## config.mk

```make
export PLATFORM = sky130hd
export DESIGN_NAME = ultrasonic_range_conditioner
export DESIGN_NICKNAME = d
export VERILOG_FILES = /design/src/rtl/urc_pkg.sv /design/src/rtl/ultrasonic_range_conditioner.sv
export SDC_FILE = /design/constraint.sdc
export NUM_CORES = 2
export LEC_CHECK = 0
export BUFFER_PORTS_ARGS = -buffer_cell sky130_fd_sc_hd__buf_2
export CAP_MARGIN = 20
export CORE_UTILIZATION = 64
export DETAILED_ROUTE_END_ITERATION = 8
export PLACE_DENSITY = 0.81
export SLEW_MARGIN = 25
export SYNTH_ARGS = -nofsm -noshare
export SYNTH_HDL_FRONTEND = slang
export SYNTH_SLANG_ARGS = --single-unit
```

## constraint.sdc

```tcl
create_clock -name clock -period 12.3 [get_ports clock]
set_clock_uncertainty 0.1 [all_clocks]
set_input_delay 2.46 -clock clock [delete_from_list [all_inputs] [get_ports clock]]
set_output_delay 2.46 -clock clock [all_outputs]
set_load 0.005 [all_outputs]
```

## src/rtl/urc_pkg.sv

```systemverilog
// urc_pkg: shared types and constants of the ultrasonic range conditioner
// no dependencies; imported by ultrasonic_range_conditioner

package urc_pkg;

   // field widths
   localparam int ECHO_W     = 20;
   localparam int TIME_W     = 32;
   localparam int DIST_W     = 18;
   localparam int CSR_DATA_W = 16;
   localparam int WIN_LEN_W  = 5;

   // default moving average depth
   localparam int MAX_WINDOW_DEF = 16;

   // echo * 17 is at most 25 bits; floor(x / 100) == (x * ceil(2^32 / 100)) >> 32
   localparam int                  SCALED_W    = ECHO_W + 5;
   localparam int                  RECIP_W     = 26;
   localparam int                  RECIP_SHIFT = 32;
   localparam logic [RECIP_W-1:0]  RECIP_100   = 26'd42949673;

   // register reset values
   localparam logic [CSR_DATA_W-1:0] MIN_DIST_RST    = 16'd0;
   localparam logic [CSR_DATA_W-1:0] MAX_DIST_RST    = 16'd4000;
   localparam logic [CSR_DATA_W-1:0] HOLD_WINDOW_RST = 16'd100;
   localparam logic [WIN_LEN_W-1:0]  WIN_LEN_RST     = 5'd4;

   // configuration register indexes
   typedef enum logic [1:0] {
      CSR_MIN_DIST    = 2'd0,
      CSR_MAX_DIST    = 2'd1,
      CSR_HOLD_WINDOW = 2'd2,
      CSR_WIN_LEN     = 2'd3
   } csr_index_type;

   // sequencer states
   typedef enum logic [1:0] {
      ST_IDLE,
      ST_GATE,
      ST_DIVIDE
   } state_type;

   // input beat
   typedef struct packed {
      logic [ECHO_W-1:0] echo_us;
      logic [TIME_W-1:0] now_ms;
   } req_type;

   // result beat
   typedef struct packed {
      logic [DIST_W-1:0] distance_mm;
      logic              trigger;
   } rsp_type;

endpackage

```

## src/rtl/ultrasonic_range_conditioner.sv

```systemverilog
// ultrasonic_range_conditioner: echo-to-distance conversion, range gating with
// hold timer, and moving average over a window memory; depends on urc_pkg
//
// Usage:
//   req channel (req_valid / req_stall / req_data) takes one finished echo
//   measurement with its millisecond time stamp per beat. rsp channel
//   (rsp_valid / rsp_stall / rsp_data) returns exactly one beat per input
//   beat: the averaged distance in millimetres and the trigger flag.
//   csr_we / csr_index / csr_wdata write the four limit and window registers;
//   write them only while no beat is in flight.
// Flow:
//   an accepted beat passes the gating and window update step (ST_GATE), then
//   the bit-serial average divider, one quotient bit per step over the SUM_W-bit
//   sum (SUM_W = 18 + clog2(MAX_WINDOW), 22 by default), then the output register.
//   A new beat is accepted only after the previous one is loaded into it.
// Reset: synchronous; registers take their reset values, history and average
//   window are empty, window memory contents are left as they are.
// Stall: a finished result waits in the output register while rsp_stall is
//   high; the next beat is accepted meanwhile, and its result waits at the end
//   of the divider until the output register frees up.

module ultrasonic_range_conditioner #(
   parameter int MAX_WINDOW = urc_pkg::MAX_WINDOW_DEF
) (
   input  logic                             clock,
   input  logic                             reset,
   input  logic                             req_valid,
   output logic                             req_stall,
   input  urc_pkg::req_type                 req_data,
   output logic                             rsp_valid,
   input  logic                             rsp_stall,
   output urc_pkg::rsp_type                 rsp_data,
   input  logic                             csr_we,
   input  urc_pkg::csr_index_type           csr_index,
   input  logic [urc_pkg::CSR_DATA_W-1:0]   csr_wdata
);
   import urc_pkg::*;

   localparam int PTR_W  = (MAX_WINDOW > 1) ? $clog2(MAX_WINDOW) : 1;
   localparam int FILL_W = $clog2(MAX_WINDOW + 1);
   localparam int SUM_W  = DIST_W + $clog2(MAX_WINDOW);
   localparam int CNT_W  = $clog2(SUM_W + 1);
   localparam int IDX_W  = PTR_W + 2;
   localparam int PROD_W = SCALED_W + RECIP_W;

   // sequencer
   state_type state_ff, state_in;
   logic      accept, gate_en, div_busy, div_done, out_free, out_load;

   // configuration registers
   logic [CSR_DATA_W-1:0] min_dist_ff, min_dist_in;
   logic [CSR_DATA_W-1:0] max_dist_ff, max_dist_in;
   logic [CSR_DATA_W-1:0] hold_win_ff, hold_win_in;
   logic [WIN_LEN_W-1:0]  win_len_ff, win_len_in;

   // item registers
   logic [DIST_W-1:0] raw_ff, raw_in;
   logic [TIME_W-1:0] now_ff, now_in;

   // history
   logic [DIST_W-1:0] prev_raw_ff, prev_raw_in;
   logic [TIME_W-1:0] hold_start_ff, hold_start_in;
   logic [DIST_W-1:0] prev_out_ff, prev_out_in;
   logic              trig_ff, trig_in;

   // window bookkeeping
   logic [FILL_W-1:0] fill_ff, fill_in;
   logic [PTR_W-1:0]  head_ff, head_in;
   logic [SUM_W-1:0]  sum_ff, sum_in;

   // divider
   logic [SUM_W-1:0]  quo_ff, quo_in;
   logic [FILL_W-1:0] rem_ff, rem_in;
   logic [CNT_W-1:0]  cnt_ff, cnt_in;

   // output register
   logic    rsp_valid_ff, rsp_valid_in;
   rsp_type rsp_data_ff, rsp_data_in;

   // window memory
   logic [DIST_W-1:0] window_mem [MAX_WINDOW];
   logic [DIST_W-1:0] rd_data_ff;
   logic [PTR_W-1:0]  rd_addr;
   logic [DIST_W-1:0] gated;

   // combinational helpers
   logic [SCALED_W-1:0] scaled;
   logic [PROD_W-1:0]   product;
   logic [FILL_W-1:0]   eff_len;
   logic                drop;
   logic [IDX_W-1:0]    oldest_wide;
   logic [TIME_W-1:0]   elapsed;
   logic [FILL_W:0]     div_shift;
   logic                div_ge;

   // next state
   always_comb begin
      state_in = state_ff;
      case (state_ff)
         ST_IDLE: begin
            if (req_valid) state_in = ST_GATE;
         end
         ST_GATE: begin
            state_in = ST_DIVIDE;
         end
         ST_DIVIDE: begin
            if (div_done && out_free) state_in = ST_IDLE;
         end
         default: begin
            state_in = ST_IDLE;
         end
      endcase
   end

   // sequencer outputs
   always_comb begin
      req_stall = 1'b1;
      gate_en   = 1'b0;
      div_busy  = 1'b0;
      out_load  = 1'b0;
      case (state_ff)
         ST_IDLE: begin
            req_stall = 1'b0;
         end
         ST_GATE: begin
            gate_en = 1'b1;
         end
         ST_DIVIDE: begin
            div_busy = !div_done;
            out_load = div_done && out_free;
         end
         default: begin
            req_stall = 1'b1;
         end
      endcase
   end

   assign accept   = req_valid && !req_stall;
   assign div_done = (cnt_ff == '0);
   assign out_free = !rsp_valid_ff || !rsp_stall;

   // configuration writes
   always_comb begin
      min_dist_in = min_dist_ff;
      max_dist_in = max_dist_ff;
      hold_win_in = hold_win_ff;
      win_len_in  = win_len_ff;
      if (csr_we) begin
         case (csr_index)
            CSR_MIN_DIST:    min_dist_in = csr_wdata;
            CSR_MAX_DIST:    max_dist_in = csr_wdata;
            CSR_HOLD_WINDOW: hold_win_in = csr_wdata;
            CSR_WIN_LEN:     win_len_in  = csr_wdata[WIN_LEN_W-1:0];
            default:         min_dist_in = min_dist_ff;
         endcase
      end
   end

   // echo to millimetres: floor(echo * 17 / 100) by reciprocal multiply
   assign scaled  = SCALED_W'({req_data.echo_us, 4'b0000}) + SCALED_W'(req_data.echo_us);
   assign product = PROD_W'(scaled) * PROD_W'(RECIP_100);

   always_comb begin
      raw_in = raw_ff;
      now_in = now_ff;
      if (accept) begin
         raw_in = product[RECIP_SHIFT +: DIST_W];
         now_in = req_data.now_ms;
      end
   end

   // effective window length and oldest entry address
   always_comb begin
      if (win_len_ff == '0) begin
         eff_len = FILL_W'(1);
      end else if (int'(win_len_ff) > MAX_WINDOW) begin
         eff_len = FILL_W'(MAX_WINDOW);
      end else begin
         eff_len = FILL_W'(win_len_ff);
      end
      drop        = (fill_ff >= eff_len);
      oldest_wide = IDX_W'(head_ff) + IDX_W'(MAX_WINDOW) - IDX_W'(fill_ff);
      if (oldest_wide >= IDX_W'(MAX_WINDOW)) begin
         oldest_wide = oldest_wide - IDX_W'(MAX_WINDOW);
      end
      rd_addr = oldest_wide[PTR_W-1:0];
   end

   // range gating, hold timer and trigger flag
   assign elapsed = now_ff - hold_start_ff;

   always_comb begin
      gated         = ((raw_ff >= DIST_W'(min_dist_ff)) && (raw_ff <= DIST_W'(max_dist_ff)))
                      ? raw_ff : '0;
      hold_start_in = hold_start_ff;
      trig_in       = trig_ff;
      prev_raw_in   = prev_raw_ff;
      if (gate_en) begin
         prev_raw_in = raw_ff;
         if (prev_raw_ff == '0) begin
            hold_start_in = now_ff;
            if (raw_ff == '0) begin
               gated   = '0;
               trig_in = 1'b0;
            end
         end else if (elapsed > TIME_W'(hold_win_ff)) begin
            gated   = raw_ff;
            trig_in = 1'b0;
         end else if ((raw_ff == '0) && (prev_out_ff != '0)) begin
            trig_in = 1'b1;
         end
      end
   end

   // window update: drop oldest if full, push gated value
   always_comb begin
      sum_in  = sum_ff;
      fill_in = fill_ff;
      head_in = head_ff;
      if (gate_en) begin
         sum_in  = sum_ff - (drop ? SUM_W'(rd_data_ff) : '0) + SUM_W'(gated);
         fill_in = drop ? fill_ff : fill_ff + FILL_W'(1);
         head_in = (head_ff == PTR_W'(MAX_WINDOW - 1)) ? '0 : head_ff + PTR_W'(1);
      end
   end

   // restoring divider: sum / fill, one quotient bit a cycle
   assign div_shift = {rem_ff, quo_ff[SUM_W-1]};
   assign div_ge    = (div_shift >= {1'b0, fill_ff});

   always_comb begin
      quo_in = quo_ff;
      rem_in = rem_ff;
      cnt_in = cnt_ff;
      if (gate_en) begin
         quo_in = sum_in;
         rem_in = '0;
         cnt_in = CNT_W'(SUM_W);
      end else if (div_busy) begin
         rem_in = div_ge ? FILL_W'(div_shift - {1'b0, fill_ff}) : div_shift[FILL_W-1:0];
         quo_in = {quo_ff[SUM_W-2:0], div_ge};
         cnt_in = cnt_ff - CNT_W'(1);
      end
   end

   // output register and average history
   always_comb begin
      prev_out_in  = prev_out_ff;
      rsp_data_in  = rsp_data_ff;
      rsp_valid_in = rsp_valid_ff && rsp_stall;
      if (out_load) begin
         prev_out_in             = quo_ff[DIST_W-1:0];
         rsp_data_in.distance_mm = quo_ff[DIST_W-1:0];
         rsp_data_in.trigger     = trig_ff;
         rsp_valid_in            = 1'b1;
      end
   end

   assign rsp_valid = rsp_valid_ff;
   assign rsp_data  = rsp_data_ff;

   // window memory: one write port, one registered read port
   always_ff @(posedge clock) begin
      if (gate_en) begin
         window_mem[head_ff] <= gated;
      end
      rd_data_ff <= window_mem[rd_addr];
   end

   // control registers
   always_ff @(posedge clock) begin
      if (reset) begin
         state_ff      <= ST_IDLE;
         min_dist_ff   <= MIN_DIST_RST;
         max_dist_ff   <= MAX_DIST_RST;
         hold_win_ff   <= HOLD_WINDOW_RST;
         win_len_ff    <= WIN_LEN_RST;
         prev_raw_ff   <= '0;
         hold_start_ff <= '0;
         prev_out_ff   <= '0;
         trig_ff       <= 1'b0;
         fill_ff       <= '0;
         head_ff       <= '0;
         sum_ff        <= '0;
         cnt_ff        <= '0;
         rsp_valid_ff  <= 1'b0;
      end else begin
         state_ff      <= state_in;
         min_dist_ff   <= min_dist_in;
         max_dist_ff   <= max_dist_in;
         hold_win_ff   <= hold_win_in;
         win_len_ff    <= win_len_in;
         prev_raw_ff   <= prev_raw_in;
         hold_start_ff <= hold_start_in;
         prev_out_ff   <= prev_out_in;
         trig_ff       <= trig_in;
         fill_ff       <= fill_in;
         head_ff       <= head_in;
         sum_ff        <= sum_in;
         cnt_ff        <= cnt_in;
         rsp_valid_ff  <= rsp_valid_in;
      end
   end

   // payload registers
   always_ff @(posedge clock) begin
      raw_ff      <= raw_in;
      now_ff      <= now_in;
      quo_ff      <= quo_in;
      rem_ff      <= rem_in;
      rsp_data_ff <= rsp_data_in;
   end

endmodule
```

==> results.yml <==
run_status:
  status: "completed"
route:
  drc: 0
  drt_iter0_drc: 2043
  postRouteAntennaNets: 0
  wirelength_um: 93100
  via_per_inst: 5.97
  dr.pass1.iters: 7
  wl_per_cell_um: 21.7
  vias: 25600
setup_path:
  worst_setup_path_end_kind: "register"
  cp-startpoint: "req_data[33]"
  cp-endpoint: "raw_ff[16]"
  cp_slowest_cell: "fa_1"
  ff2ff_path_depth: 32
  r2r_end: "sum_ff[19]"
  rrSetupSlack_ps: 3640
  rr_startpoint: "now_ff[0]"
  criticalPathCategory: "in -> reg"
  cpPeakStageDelay_ps: 560
  required_ps: 12550
  crit_path_start_kind: "primary input"
  cp_max_fo: 9
  cp.arrival_ps: 11850
synth:
  ys_top_cells_by_area: "edfxtp_1, ha_1, fa_1"
  ys_warn_count: 0
  synth_edf_count: 379
  synth_nets: 4089
  ys_seq_area_share_pct: 40.8
  synthFlopType: "edfxtp_1"
  syn_inst: 3385
  async_flop_share_pct: 0
  synth_top_area_cell: "edfxtp_1"
  synth_top_area_share_pct: 30.8
  synth-seq-cells: 563
  ys_types: 78
  avgSynthCellArea_um2: 10.9
  syn-cell-area_um2: 37000
floorplan:
  start_util_pct: 65.2
  die_x_um: 242
  die_h_um: 242
  dieArea_um2: 58700
  rows: 87
  core_um2: 56700
  io_pins: 96
final_layout:
  num-nets-final: 4180
  areaGrowthSynthToFinish_pct: 8.91
  mostFrequentLayoutCell: "inv_1"
  mostFrequentLayoutCells: "inv_1, nand2_1, ha_1, edfxtp_1, a21oi_1"
  layout-drive-gt1-share_pct: 9.65
clock_tree:
  cts_setup_buffers: 0
  path_clk_slew_ps: 60
  cts_num_sinks: 563
  clock-root-buffer: "clkbuf_16"
  htreeDepth: 2
  tritoncts: "done"
  cts_buffers: 56
  cts_buffer_depth: 3
  postCtsResizedCells: 0
  cts_hold_buf: 0
  clock_latency_ps: 620
sta:
  period_needed_ps: 11600
  setup_violations: 0
  drv_slew: 0
  timing.hold.ws_ps: 355
  finalCritPeriodShare_pct: 94.3
  fmax_mhz: 86.2
  finalHoldViolCount: 0
  maxSlewHeadroom_pct: 35.7
  rsz0062_at_grt: "false"
  tns_ps: 0
  worst_slew_pin_slew_ps: 965
placed_design:
  dpl.hpwl_um: 68000
  routabilityCongestion: 0.976
  portBuffers: 95
grt:
  antenna_found_initial: 3
  track_usage_pct: 32.3
  grt-ovfl-total: 0
  grt_pass1_vias: 26700
  grt_pass1_wl_um: 147000
  grt_max_degree: 97
hold_path:
  min_path_type: "reg -> reg"
run:
  drv_cap: 0
==> registers in the layout, summed over array words and instances (netlist names), 16 cells and up <==
register,flops
quo_ff,22
min_dist_ff,16
window_mem,288
now_ff,32
raw_ff,18
rsp_data,19
rd_data_ff,18
prev_out_ff,18
sum_ff,22
max_dist_ff,16
hold_start_ff,32
prev_raw_ff,18
hold_win_ff,16
==> per-layer routing <==
| layer | GRT usage (%) | share of wire, % | vias up |
|---|---|---|---|
| met5 | 0 | 0 | - |
| met4 | 11.8 | 3.5 | 0 |
| met3 | 4.79 | 7.0 | 179 |
| met2 | 53.7 | 49 | 1011 |
| met1 | 43.3 | 41 | 12600 |
| li1 | - | - | 11800 |
==> synthesized netlist by cell type, types with 68 or more instances <==
cell	instances
o21ai_0	78
nand2_1	393
nor2_1	113
mux4_2	72
dfxtp_1	184
a21oi_1	251
clkbuf_1	74
fa_1	235
xnor2_1	68
ha_1	394
inv_1	553
edfxtp_1	379
==> worst min path at each step <==
stage / startpoint / endpoint / depth (start not counted)
6_report: hold_start_ff[28] / hold_start_ff[28] / 2
5_1_grt: hold_start_ff[17] / hold_start_ff[17] / 2
4_1_cts: prev_out_ff[17] / prev_out_ff[17] / 2
3_5_place_dp: prev_out_ff[17] / prev_out_ff[17] / 2
3_3_place_gp: prev_raw_ff[2] / prev_raw_ff[2] / 2
2_1_floorplan: trig_ff / rsp_data[0] / 0
==> logic make-up (layout without fill, tap and decap cells) <==
family	count (synthesis)	in the layout	share of synthesized area, %
simple gates	812	812	10.2
buf+inv	656	794	6.70
fa+ha+maj	629	629	26.1
flops	563	563	40.8
compound gates	524	524	8.72
mux	101	101	5.18
xor+xnor	100	100	2.41
other cells	0	2	0
==> layout make-up <==
class                      instances  area (um2)
inverter                         554        2080
sequential                       563       15100
tap                              756         946
antenna                            2        5.00
multi-input combinational       2166       19500
clock buffer                      76        1570
clock inverter                    29         285
timing repair buffer             135         778
fill                            4009       16500
==> stage by stage <==
| stage | utilization (%) | cells | cell area [um2] | worst slack, ps |
|---|---|---|---|---|
| after global placement | 67.7 | 4174 | 38400 | 514 |
| final | 71.0 | 4281 | 40300 | 699 |
| after CTS | 71.0 | 4279 | 40200 | 774 |
| after floorplan | - | 3385 | 37000 | 1310 |
| after detailed placement | 67.7 | 4174 | 38400 | 220 |
| after global routing | 71.0 | 4279 | 40300 | 137 |
==> critical path, delay by kind of cell <==
| family | cells | cell delay [ps] |
|---|---|---|
| simple gates | 8 | 2100 |
| xor+xnor | 1 | 200 |
| buf+inv | 8 | 1030 |
| compound gates | 8 | 1850 |
| fa+ha+maj | 9 | 4200 |
Power is left out: the tool's default activity adds up to more than one toggle a clock period on the data nets, which glitch-free logic cannot reach.
